`src/design/assert_macros.svh`:
```
// Assertion helpers for the design files.
`ifndef ASSERT_MACROS_SVH
`define ASSERT_MACROS_SVH

`ifndef SYNTH

// Checks that prop holds at every rising clock edge outside reset.
`define ASSERT_ALWAYS(label, clk, rst_n, prop, msg) \
    label: assert property (@(posedge clk) disable iff (!rst_n) (prop)) else $error(msg);

// Checks that cons holds at every edge where ante holds.
`define ASSERT_IMPLIES(label, clk, rst_n, ante, cons, msg) \
    label: assert property (@(posedge clk) disable iff (!rst_n) (ante) |-> (cons)) else $error(msg);

`else

`define ASSERT_ALWAYS(label, clk, rst_n, prop, msg)

`define ASSERT_IMPLIES(label, clk, rst_n, ante, cons, msg)

`endif

`endif

```
`src/design/acir_pkg.sv`:
```
package acir_pkg;

    localparam int unsigned FRAME_BITS = 28;
    localparam int unsigned POS_W      = 6;

    localparam logic [7:0]  SIGNATURE  = 8'h88;
    localparam logic [27:0] OFF_WORD   = 28'h88C0051;

    localparam logic [7:0]  TEMP_MIN    = 8'd16;
    localparam logic [7:0]  TEMP_MAX    = 8'd30;
    localparam logic [7:0]  TEMP_OFFSET = 8'd15;

    localparam logic [14:0] HDR_MARK_US   = 15'd8500;
    localparam logic [14:0] HDR_SPACE_US  = 15'd4250;
    localparam logic [14:0] BIT_MARK_US   = 15'd550;
    localparam logic [14:0] ONE_SPACE_US  = 15'd1600;
    localparam logic [14:0] ZERO_SPACE_US = 15'd550;
    localparam logic [14:0] GAP_US        = 15'd19980;
    localparam logic [15:0] CARRIER_HZ    = 16'd38000;

    // Positions of the special entries within the 60-entry frame.
    localparam logic [POS_W-1:0] POS_HDR_MARK  = 6'd0;
    localparam logic [POS_W-1:0] POS_HDR_SPACE = 6'd1;
    localparam logic [POS_W-1:0] POS_GAP       = 6'd59;

    localparam logic [2:0] MODE_COOL = 3'd0;
    localparam logic [2:0] MODE_DRY  = 3'd1;
    localparam logic [2:0] MODE_FAN  = 3'd2;
    localparam logic [2:0] MODE_AUTO = 3'd3;
    localparam logic [2:0] MODE_HEAT = 3'd4;

    localparam logic [2:0] FAN_CODE_AUTO = 3'd0;
    localparam logic [2:0] FAN_CODE_LOW  = 3'd1;
    localparam logic [2:0] FAN_CODE_MED  = 3'd2;
    localparam logic [2:0] FAN_CODE_HIGH = 3'd3;

    localparam logic [3:0] FAN_VAL_AUTO = 4'd5;
    localparam logic [3:0] FAN_VAL_LOW  = 4'd1;
    localparam logic [3:0] FAN_VAL_MED  = 4'd2;
    localparam logic [3:0] FAN_VAL_HIGH = 4'd4;

    function automatic logic [2:0] decode_mode(input logic [2:0] code);
        logic [2:0] val;
        case (code)
            MODE_COOL: val = MODE_COOL;
            MODE_DRY:  val = MODE_DRY;
            MODE_FAN:  val = MODE_FAN;
            MODE_AUTO: val = MODE_AUTO;
            MODE_HEAT: val = MODE_HEAT;
            default:   val = MODE_AUTO;
        endcase
        return val;
    endfunction

    function automatic logic [3:0] map_fan(input logic [2:0] code);
        logic [3:0] val;
        case (code)
            FAN_CODE_AUTO: val = FAN_VAL_AUTO;
            FAN_CODE_LOW:  val = FAN_VAL_LOW;
            FAN_CODE_MED:  val = FAN_VAL_MED;
            FAN_CODE_HIGH: val = FAN_VAL_HIGH;
            default:       val = FAN_VAL_AUTO;
        endcase
        return val;
    endfunction

endpackage

```
`src/design/acir_cmd_if.sv`:
```
interface acir_cmd_if;
    logic       valid;
    logic       ready;
    logic       power_on;
    logic [2:0] mode_code;
    logic [2:0] fan_code;
    logic [7:0] temp_celsius;

    modport source (output valid, power_on, mode_code, fan_code, temp_celsius, input ready);
    modport sink   (input valid, power_on, mode_code, fan_code, temp_celsius, output ready);
endinterface

```
`src/design/acir_pulse_if.sv`:
```
interface acir_pulse_if;
    logic        valid;
    logic        ready;
    logic [14:0] duration_us;
    logic        is_mark;
    logic        last;
    logic [15:0] carrier_hz;

    modport source (output valid, duration_us, is_mark, last, carrier_hz, input ready);
    modport sink   (input valid, duration_us, is_mark, last, carrier_hz, output ready);
endinterface

```
`src/design/ac_ir_frame_encoder.sv`:
```
// Air-conditioner IR frame encoder.
// The cmd channel takes one command per transfer: power, mode, fan and temperature.
// The pulse channel returns the frame as 60 entries in order: header mark and
// space, a mark and a space for each of the 28 word bits MSB first, a footer
// mark and the trailing gap, which carries last. carrier_hz is always 38000.
// A command passes the mapping stage, the word stage, the frame serializer and
// the output register. Throughput: one entry per cycle while the receiver is
// ready; a frame is sent whole before the next starts. Two further commands
// can wait in the mapping and word stages while a frame is being sent, so cmd
// stays ready until those stages are full.
// Reset clears every valid bit; nothing is in flight afterwards.
// When the receiver stalls, the current entry holds on the port and the
// serializer and the stages behind it wait, losing and repeating nothing.
`include "assert_macros.svh"

module ac_ir_frame_encoder (
    input  logic                clk,
    input  logic                rst_n,
    acir_cmd_if.sink            cmd,
    acir_pulse_if.source        pulse
);

    // Stage 1: mapped and clamped fields.
    logic       s1_valid_reg;
    logic       s1_power_reg;
    logic [2:0] s1_mode_reg;
    logic [3:0] s1_fan_reg;
    logic [3:0] s1_temp_reg;

    // Stage 2: assembled 28-bit word.
    logic                                s2_valid_reg;
    logic [acir_pkg::FRAME_BITS-1:0]     s2_word_reg;

    // Stage 3: frame serializer.
    logic                                ser_valid_reg;
    logic [acir_pkg::FRAME_BITS-1:0]     ser_word_reg;
    logic [acir_pkg::FRAME_BITS-1:0]     ser_word_next;
    logic [acir_pkg::POS_W-1:0]          ser_pos_reg;

    // Output register.
    logic        out_valid_reg;
    logic [14:0] out_dur_reg;
    logic        out_mark_reg;
    logic        out_last_reg;

    logic        ser_take;
    logic        ser_done;
    logic        ser_load;
    logic        s2_free;
    logic        s1_free;

    logic [7:0]  temp_clamped;
    logic [3:0]  s1_temp_next;
    logic [3:0]  chk;
    logic [acir_pkg::FRAME_BITS-1:0] word_next;

    logic [14:0] ent_dur;
    logic        ent_mark;
    logic        ent_last;

    assign ser_take = ser_valid_reg && (!out_valid_reg || pulse.ready);
    assign ser_done = ser_take && (ser_pos_reg == acir_pkg::POS_GAP);
    assign ser_load = s2_valid_reg && (!ser_valid_reg || ser_done);
    assign s2_free  = !s2_valid_reg || ser_load;
    assign s1_free  = !s1_valid_reg || s2_free;
    assign cmd.ready = s1_free;

    always_comb
    begin
        if (cmd.temp_celsius < acir_pkg::TEMP_MIN)
        begin
            temp_clamped = acir_pkg::TEMP_MIN;
        end
        else if (cmd.temp_celsius > acir_pkg::TEMP_MAX)
        begin
            temp_clamped = acir_pkg::TEMP_MAX;
        end
        else
        begin
            temp_clamped = cmd.temp_celsius;
        end
    end

    assign s1_temp_next = 4'(temp_clamped - acir_pkg::TEMP_OFFSET);

    always_ff @(posedge clk or negedge rst_n)
    begin
        if (!rst_n)
        begin
            s1_valid_reg <= 1'b0;
        end
        else if (s1_free)
        begin
            s1_valid_reg <= cmd.valid;
        end
    end

    always_ff @(posedge clk)
    begin
        if (s1_free && cmd.valid)
        begin
            s1_power_reg <= cmd.power_on;
            s1_mode_reg  <= acir_pkg::decode_mode(cmd.mode_code);
            s1_fan_reg   <= acir_pkg::map_fan(cmd.fan_code);
            s1_temp_reg  <= s1_temp_next;
        end
    end

    // The mode nibble and the power nibble above it are zero apart from mode.
    assign chk = s1_fan_reg + s1_temp_reg + {1'b0, s1_mode_reg};

    always_comb
    begin
        if (s1_power_reg)
        begin
            word_next = {acir_pkg::SIGNATURE, 5'b00000, s1_mode_reg,
                         s1_temp_reg, s1_fan_reg, chk};
        end
        else
        begin
            word_next = acir_pkg::OFF_WORD;
        end
    end

    always_ff @(posedge clk or negedge rst_n)
    begin
        if (!rst_n)
        begin
            s2_valid_reg <= 1'b0;
        end
        else if (s2_free)
        begin
            s2_valid_reg <= s1_valid_reg;
        end
    end

    always_ff @(posedge clk)
    begin
        if (s2_free && s1_valid_reg)
        begin
            s2_word_reg <= word_next;
        end
    end

    // Entry decode: even positions are marks, odd positions between the
    // header space and the gap are data spaces that take the word's top bit.
    always_comb
    begin
        ent_mark = !ser_pos_reg[0];
        ent_last = 1'b0;
        case (ser_pos_reg)
            acir_pkg::POS_HDR_MARK:  ent_dur = acir_pkg::HDR_MARK_US;
            acir_pkg::POS_HDR_SPACE: ent_dur = acir_pkg::HDR_SPACE_US;
            acir_pkg::POS_GAP:
            begin
                ent_dur  = acir_pkg::GAP_US;
                ent_last = 1'b1;
            end
            default:
            begin
                if (!ser_pos_reg[0])
                begin
                    ent_dur = acir_pkg::BIT_MARK_US;
                end
                else if (ser_word_reg[acir_pkg::FRAME_BITS-1])
                begin
                    ent_dur = acir_pkg::ONE_SPACE_US;
                end
                else
                begin
                    ent_dur = acir_pkg::ZERO_SPACE_US;
                end
            end
        endcase
    end

    always_comb
    begin
        ser_word_next = ser_word_reg;
        if (ser_load)
        begin
            ser_word_next = s2_word_reg;
        end
        else if (ser_take && ser_pos_reg[0] && (ser_pos_reg != acir_pkg::POS_HDR_SPACE)
                 && (ser_pos_reg != acir_pkg::POS_GAP))
        begin
            ser_word_next = {ser_word_reg[acir_pkg::FRAME_BITS-2:0], 1'b0};
        end
    end

    always_ff @(posedge clk or negedge rst_n)
    begin
        if (!rst_n)
        begin
            ser_valid_reg <= 1'b0;
            ser_pos_reg   <= acir_pkg::POS_HDR_MARK;
        end
        else if (ser_load)
        begin
            ser_valid_reg <= 1'b1;
            ser_pos_reg   <= acir_pkg::POS_HDR_MARK;
        end
        else if (ser_done)
        begin
            ser_valid_reg <= 1'b0;
            ser_pos_reg   <= acir_pkg::POS_HDR_MARK;
        end
        else if (ser_take)
        begin
            ser_pos_reg <= ser_pos_reg + 6'd1;
        end
    end

    always_ff @(posedge clk)
    begin
        ser_word_reg <= ser_word_next;
    end

    always_ff @(posedge clk or negedge rst_n)
    begin
        if (!rst_n)
        begin
            out_valid_reg <= 1'b0;
        end
        else if (!out_valid_reg || pulse.ready)
        begin
            out_valid_reg <= ser_valid_reg;
        end
    end

    always_ff @(posedge clk)
    begin
        if (ser_take)
        begin
            out_dur_reg  <= ent_dur;
            out_mark_reg <= ent_mark;
            out_last_reg <= ent_last;
        end
    end

    assign pulse.valid       = out_valid_reg;
    assign pulse.duration_us = out_dur_reg;
    assign pulse.is_mark     = out_mark_reg;
    assign pulse.last        = out_last_reg;
    assign pulse.carrier_hz  = acir_pkg::CARRIER_HZ;

    `ASSERT_ALWAYS(a_pos_range, clk, rst_n, ser_pos_reg <= acir_pkg::POS_GAP,
        "serializer position past the gap")

    `ASSERT_IMPLIES(a_last_is_gap, clk, rst_n, pulse.valid && pulse.last,
        !pulse.is_mark && (pulse.duration_us == acir_pkg::GAP_US), "last entry is not the gap")

    `ASSERT_IMPLIES(a_mark_len, clk, rst_n, pulse.valid && pulse.is_mark,
        (pulse.duration_us == acir_pkg::HDR_MARK_US) ||
        (pulse.duration_us == acir_pkg::BIT_MARK_US), "mark with a bad length")

    `ASSERT_IMPLIES(a_load_idle, clk, rst_n, ser_load && ser_valid_reg,
        ser_pos_reg == acir_pkg::POS_GAP, "new frame loaded over an unfinished one")

endmodule

```
`src/flat_wrapper.sv`:
```
// flat-port wrapper written by rule: the top's interface ports become plain ports
module ac_ir_frame_encoder_flat 
  (clk, rst_n, cmd_valid, cmd_power_on, cmd_mode_code, cmd_fan_code, cmd_temp_celsius, cmd_ready, pulse_valid, pulse_duration_us, pulse_is_mark, pulse_last, pulse_carrier_hz, pulse_ready);
  acir_cmd_if cmd_i ();
  acir_pulse_if pulse_i ();
  input  logic clk;
  input  logic rst_n;
  input wire logic [$bits(cmd_i.valid)-1:0] cmd_valid;
  input wire logic [$bits(cmd_i.power_on)-1:0] cmd_power_on;
  input wire logic [$bits(cmd_i.mode_code)-1:0] cmd_mode_code;
  input wire logic [$bits(cmd_i.fan_code)-1:0] cmd_fan_code;
  input wire logic [$bits(cmd_i.temp_celsius)-1:0] cmd_temp_celsius;
  output wire logic [$bits(cmd_i.ready)-1:0] cmd_ready;
  output wire logic [$bits(pulse_i.valid)-1:0] pulse_valid;
  output wire logic [$bits(pulse_i.duration_us)-1:0] pulse_duration_us;
  output wire logic [$bits(pulse_i.is_mark)-1:0] pulse_is_mark;
  output wire logic [$bits(pulse_i.last)-1:0] pulse_last;
  output wire logic [$bits(pulse_i.carrier_hz)-1:0] pulse_carrier_hz;
  input wire logic [$bits(pulse_i.ready)-1:0] pulse_ready;
  assign cmd_i.valid = cmd_valid;
  assign cmd_i.power_on = cmd_power_on;
  assign cmd_i.mode_code = cmd_mode_code;
  assign cmd_i.fan_code = cmd_fan_code;
  assign cmd_i.temp_celsius = cmd_temp_celsius;
  assign cmd_ready = cmd_i.ready;
  assign pulse_valid = pulse_i.valid;
  assign pulse_duration_us = pulse_i.duration_us;
  assign pulse_is_mark = pulse_i.is_mark;
  assign pulse_last = pulse_i.last;
  assign pulse_carrier_hz = pulse_i.carrier_hz;
  assign pulse_i.ready = pulse_ready;
  ac_ir_frame_encoder u_core (.clk(clk), .rst_n(rst_n), .cmd(cmd_i), .pulse(pulse_i));
endmodule
```
`config.mk`:
```
export PLATFORM = sky130hd
export DESIGN_NAME = ac_ir_frame_encoder_flat
export DESIGN_NICKNAME = d
export VERILOG_FILES = /design/src/design/acir_pkg.sv /design/src/design/acir_cmd_if.sv /design/src/design/acir_pulse_if.sv /design/src/design/ac_ir_frame_encoder.sv /design/src/flat_wrapper.sv
export VERILOG_INCLUDE_DIRS = /design/src /design/src/design
export SDC_FILE = /design/constraint.sdc
export NUM_CORES = 1
export LEC_CHECK = 0
export BUFFER_PORTS_ARGS = -buffer_cell sky130_fd_sc_hd__buf_2
export CAP_MARGIN = 20
export CORE_UTILIZATION = 35
export CTS_CLUSTER_DIAMETER = 50
export CTS_CLUSTER_SIZE = 20
export DETAILED_ROUTE_END_ITERATION = 7
export GPL_TIMING_DRIVEN = 0
export RECOVER_POWER = 50
export SLEW_MARGIN = 15
export SYNTH_ARGS = -nofsm -noshare
export SYNTH_HDL_FRONTEND = slang
export SYNTH_SLANG_ARGS = --single-unit
```
`constraint.sdc`:
```
create_clock -name clk -period 2.2 [get_ports clk]
set_input_delay 0.22 -clock clk [delete_from_list [all_inputs] [get_ports clk]]
set_output_delay 0.22 -clock clk [all_outputs]
set_load 0.02 [all_outputs]
```
Word-level counts from Yosys, hierarchy flattened

Index checks and enable logic that the tools add are counted.

Multiplexer cells: 16
Equal/unequal tests: 10
Add/sub/neg operators: 4
Reduce and logical (&&, ||, !) cells: 22
$lt $le $gt $ge: 2

Operators with widths:

| cell                                               | number |
|---|---|
| two-way mux 28 bit                                 | 2 |
| one-hot mux 15 bit (3 select lines)                | 1 |
| two-way mux 20 bit                                 | 1 |
| two-way mux 6 bit                                  | 3 |
| two-way mux 15 bit                                 | 1 |
| one-hot mux 3 bit (4 select lines)                 | 1 |
| two-way mux 11 bit                                 | 1 |
| == test 3 x 2 -> 1 bit, second input constant      | 3 |
| one-hot mux 3 bit (3 select lines)                 | 1 |
| > comparator 8 x 5 -> 1 bit, second input constant | 1 |
| logical AND 1 bit                                  | 8 |
| < comparator 8 x 5 -> 1 bit, second input constant | 1 |
| two-way mux 4 bit                                  | 2 |
| adder 6 x 1 -> 6 bit, second input constant        | 1 |
| == test 3 x 1 -> 1 bit, second input constant      | 2 |
| == test 6 x 1 -> 1 bit, second input constant      | 1 |
| == test 6 bit, second input constant               | 1 |
| logical NOT 6 bit                                  | 1 |
| != test 6 x 1 -> 1 bit, second input constant      | 1 |
| != test 6 bit, second input constant               | 1 |
| logical NOT 1 bit                                  | 5 |
| adder 4 x 3 -> 4 bit                               | 1 |
| adder 4 bit                                        | 1 |
| logical OR 1 bit                                   | 4 |
| 6 further kinds                                    | 9 |

Bits in registers: 95
Logic and storage cells: 69
Output and inout bits: 35

Longest topological paths before layout

Word-level depth: 9
Mapped depth: 8
Mapped depth without buffers: 8

Least setup slack after synthesis

OpenSTA, ideal clock, no wires.

Path type: register -> register
Start point: register u_core.out_valid_reg (netlist: u_core.pulse.valid)
End point: register u_core.ser_word_reg[0] in the netlist's numbering, enable pin
Data arrival time: 2051 ps
Period minus slack after synthesis: 2437 ps
Slack: -237 ps
Stages on the path, launching flop included: 5
Path buffers: 1
Path through: dfrtp_1 > nand2b_1 > and2_1 > clkbuf_1 > a41o_1

Word-level cells in the longest chain between the ends: 7

Ends and longest elaborated chain:

| what                                                  | RTL line                                              | source |
|---|---|---|
| from (decl)                                           | ac_ir_frame_encoder.sv:41                             | `logic out_valid_reg;` |
| from (signal assigned)                                | ac_ir_frame_encoder.sv:227                            | `out_valid_reg <= ser_valid_reg;` |
| logical NOT 1 bit *                                   | ac_ir_frame_encoder.sv:61                             | `assign ser_take = ser_valid_reg && (!out_valid_reg \|\| pulse.ready);` |
| logical OR 1 bit *                                    | ac_ir_frame_encoder.sv:61                             |  |
| logical AND 1 bit *                                   | ac_ir_frame_encoder.sv:61                             |  |
| named net u_core.ser_take                             | ac_ir_frame_encoder.sv:46                             | `logic ser_take;` |
| logical AND 1 bit, on equally long branches           | ac_ir_frame_encoder.sv:184, ac_ir_frame_encoder.sv:62 |  |
| logical AND 1 bit or logical OR 1 bit (tied branches) | ac_ir_frame_encoder.sv:184, ac_ir_frame_encoder.sv:63 |  |
| logical AND 1 bit, on equally long branches           | ac_ir_frame_encoder.sv:185, ac_ir_frame_encoder.sv:63 |  |
| nonzero test 2 bit (no line) *                        | n/a                                                   |  |
| to (signal assigned)                                  | ac_ir_frame_encoder.sv:216                            | `ser_word_reg <= ser_word_next;` |
| to (decl)                                             | ac_ir_frame_encoder.sv:36                             | `logic [acir_pkg::FRAME_BITS-1:0] ser_word_reg;` |

Mark *: on every way through the listed nets, which the timed path passes. The rest lies on a longest branch.
A chain may end at the register's enable or synchronous reset.

Worst setup path after layout

Start point: register u_core.s1_temp_reg[1]
End point: register u_core.s2_word_reg[3] in the netlist's numbering, data pin

Word-level cells in the longest chain between the ends: 2

Ends and longest elaborated chain:

| what                   | RTL line                   | source |
|---|---|---|
| from (decl)            | ac_ir_frame_encoder.sv:28  | `logic [3:0] s1_temp_reg;` |
| from (signal assigned) | ac_ir_frame_encoder.sv:105 | `s1_temp_reg <= s1_temp_next;` |
| adder 4 bit            | ac_ir_frame_encoder.sv:110 | `assign chk = s1_fan_reg + s1_temp_reg + {1'b0, s1_mode_reg};` |
| adder 4 x 3 -> 4 bit   | ac_ir_frame_encoder.sv:110 |  |
| to (signal assigned)   | ac_ir_frame_encoder.sv:141 | `s2_word_reg <= word_next;` |
| to (decl)              | ac_ir_frame_encoder.sv:32  | `logic [acir_pkg::FRAME_BITS-1:0] s2_word_reg;` |

No other way between the ends.

==> results.cfg <==
[synthesis]
ys_warn_count = 0
synth-simple-area-share_pct = 11.2
synth_top_family_by_area = simple AND/OR/NAND/NOR gates
synth_top_cell_by_area = edfxtp_1
synth_edf_count = 66
synth_compound_area_share_pct = 4.59
synth_fa_ha_area_share_pct = 4.12
synth_cells = 242
synthFlopType = edfxtp_1
ys_seq_elements = 76
synthMuxAreaShare_pct = 5.63
avgSynthCellArea_um2 = 14.3
synthXorXnorAreaFrac_pct = 2.02
ys_top_cells_by_area = edfxtp_1 (57%), dfrtp_1 (7.2%), mux2_4 (5.6%)
synth-async-reset-ratio_pct = 13.2
syn_area_um2 = 3460
ys_seq_area_share_pct = 64.4
synth_top_area_share_pct = 57.2
yosysUniqueCellTypes = 42

[setup_path]
r2r_start = u_core.s1_temp_reg[1]$_DFFE_PP_
slowest_delay_ns = 0.49
critPathRequiredTime_ns = 2.30
worst_setup_path_end_kind = register
path_cells = fa_1 > ha_1 > fa_2 > xor2_1 > xnor2_1 > nor2_1
crit_slowest_cell = fa_1
crit_path_start_kind = register
rr_endpoint = u_core.s2_word_reg[3]$_SDFFCE_PN0P_
critical-path-top-delay-family = adder cells
arrival_ns = 2.18
r2r_slack_ns = 0.12
crit_type = register to register
cp.buffers_inverters = 0
r2r_cells = 6
crit_fanout = 2

[place]
pre_cts_slack_ns = -0.301
portBuffers = 36
dpl-instance-area_um2 = 3860
dp_cells = 422
dp_hpwl_mm = 3.45
globalplace.congestion = 0.716

[floorplan]
die_height_um = 101
ios = 54
coreArea_um2 = 9420
die_width_um = 101
num_rows = 35
dieArea_um2 = 10300
initial_core_util_pct = 36.8

[cts]
cts_tree = done
clock-sinks = 76
numCtsBuffers = 9
cts-root-buf = clkbuf_8
htree_levels = 3
clock_latency_ns = 0.34
clock_path_buffers = 2
clkTransAtPathRegs_ns = 0.08

[final_layout]
num_antenna_cells = 0
layout-drive-gt1-share_pct = 25.2
fillers = 890
area_delta_synth_final_pct = 18.5
stdcell_area_um2 = 4110
nets = 332
finalNonFillerCells = 438
largest_reg_flops = 28

[timing]
period_share_pct = 94.5
hold_viol_final = 0
setup_slack_ns = 0.120
worst_slew_pin_slew_ns = 0.720
post-route-min-period_ns = 2.08
slew_headroom_pct = 52.0
rsz0062_at_grt = no
finalMaxSlewViolations = 0
setup_violations = 0
timing.fmax_ghz = 0.481
fin_skew_ns = 0.00752

[route]
dr.pass1.iters = 4
wl_met1_mm = 2.25
via_per_inst = 4.29
routed_wl_mm = 4.94
vias = 1877
met3WireLength_um = 266
wl_met2_mm = 2.34
ant_nets = 0
drc_errors = 0
topRoutingLayerUsed = met4
wire_per_inst_um = 11.3
drt_iter0_markers = 78

[min_path]
min_path_type = input pin to register
min_from = cmd_power_on
hold_depth = 1
hold_path_end = u_core.s1_power_reg$_DFFE_PP_

[outcome]
status = finished clean

[global_routing]
grt_overflow_total = 0
grt_max_degree = 29
grt_pass1_wl_mm = 8.54
antenna_found_initial = 0
grt_pass1_vias = 1854
grt.total_usage_pct = 11.1

[power_and_ir_drop]
leakage_nw = 1.61
peakVddDrop_mv = 0.327
power_density_nw_per_um2 = 972
totalPowerFinal_mw = 3.99

[flow_run]
cap_viol_max_count = 0
==> cells in the final DEF, fill, tap and decap left out, types with 5 or more instances in the layout <==
| master | count |
|---|---|
| and2_1 | 7 |
| nand2_1 | 15 |
| clkbuf_8 | 9 |
| xnor2_1 | 5 |
| mux2_4 | 13 |
| nor2b_1 | 10 |
| edfxtp_1 | 66 |
| nor2_1 | 10 |
| clkbuf_1 | 23 |
| dfrtp_1 | 9 |
| ha_1 | 5 |
| buf_2 | 15 |
| conb_1 | 17 |
| inv_1 | 17 |
| buf_4 | 21 |
| o21ai_0 | 5 |
==> where the power goes <==
part,internal [mW],switching [mW],leakage [nW],total [mW]
registers,1.89,0.134,0.719,2.03
logic,0.308,0.388,0.776,0.696
clock network,0.756,0.510,0.119,1.27
total,2.96,1.03,1.61,3.99
==> cell type report <==
cell class                 count  area [µm²]  area share [%]
sequential                    76        2230            54.4
multi-input combinational    138        1040            25.3
buffer                        25         204            4.97
timing repair buffer          37         164            3.99
tap                          129         161            3.93
clock buffer                  10         128            3.11
clock inverter                 6         111            2.71
inverter                      17        63.8            1.55
==> metal layers <==
| layer | up-vias | GRT usage, % |
|---|---|---|
| met5 | - | 0 |
| met2 | 60 | 18.5 |
| li1 | 933 | - |
| met3 | 7 | 4.00 |
| met4 | 0 | 4.68 |
| met1 | 877 | 12.9 |
==> cells in the mapped netlist (all sizes together), types with 3 or more instances <==
cell	instances
and2	11
buf	24
xor2	3
nor2b	11
nor3	4
o21ai	5
or2	3
inv	17
o31ai	3
xnor2	5
edfxtp	66
nand2	15
nand2b	4
dfrtp	10
mux2	13
fa	4
ha	5
a21o	4
nor2	10
nand3	3
==> worst max path at each step <==
stage,slack (ns),cells past startpoint,endpoint,from
after floorplan,0.02,4,u_core.s2_word_reg[0]$_SDFFCE_PN1P_,u_core.ser_pos_reg[2]$_DFFE_PN0P_
final,0.12,6,u_core.s2_word_reg[3]$_SDFFCE_PN0P_,u_core.s1_temp_reg[1]$_DFFE_PP_
after global routing,0.009,6,u_core.s2_word_reg[3]$_SDFFCE_PN0P_,u_core.s1_temp_reg[1]$_DFFE_PP_
after global placement,-0.27,4,u_core.s2_word_reg[13]$_SDFFCE_PN0P_,u_core.ser_pos_reg[2]$_DFFE_PN0P_
after detailed placement,-0.30,4,u_core.s2_word_reg[11]$_SDFFCE_PN0P_,u_core.ser_pos_reg[2]$_DFFE_PN0P_
after CTS,0.02,4,u_core.s2_word_reg[5]$_SDFFCE_PN0P_,u_core.ser_pos_reg[0]$_DFFE_PN0P_
==> stage by stage <==
step                      util, %  TNS (ns)  hold slack [ns]
after global routing         43.6         0           0.0217
final                        43.6         0           0.0444
after floorplan                 -         0          -0.0756
after global placement       41.0    -10.08           0.0962
after detailed placement     41.0    -11.76           0.0995
after CTS                    43.8         0           0.0223
==> worst reg2reg max path: stages, from the launching register on <==
cell and delay (ns):
edfxtp_1 0.43, fa_1 0.49, ha_1 0.22, fa_2 0.33
xor2_1 0.17, xnor2_1 0.14, nor2_1 0.05
==> cells by family (layout without fill, tap and decap cells) <==
| kind of cell | count (synthesis) | in the layout |
|---|---|---|
| mux | 13 | 13 |
| fa+ha+maj | 9 | 9 |
| xor+xnor | 8 | 8 |
| compound gates | 21 | 21 |
| buf+inv | 43 | 95 |
| flops | 76 | 76 |
| other cells | 2 | 17 |
| simple gates | 70 | 70 |
==> what timing repair did <==
item | in CTS | in global routing
gates resized for setup | 3 | 5
endpoints found under the setup margin | 54 | 28
endpoints found under the hold margin | 10 | 0
cloned | 0 | 0
hold buffers | 1 | 0
setup buffers | 0 | 0
pin swaps | 0 | 1
Power figures use the tool's default switching activity.
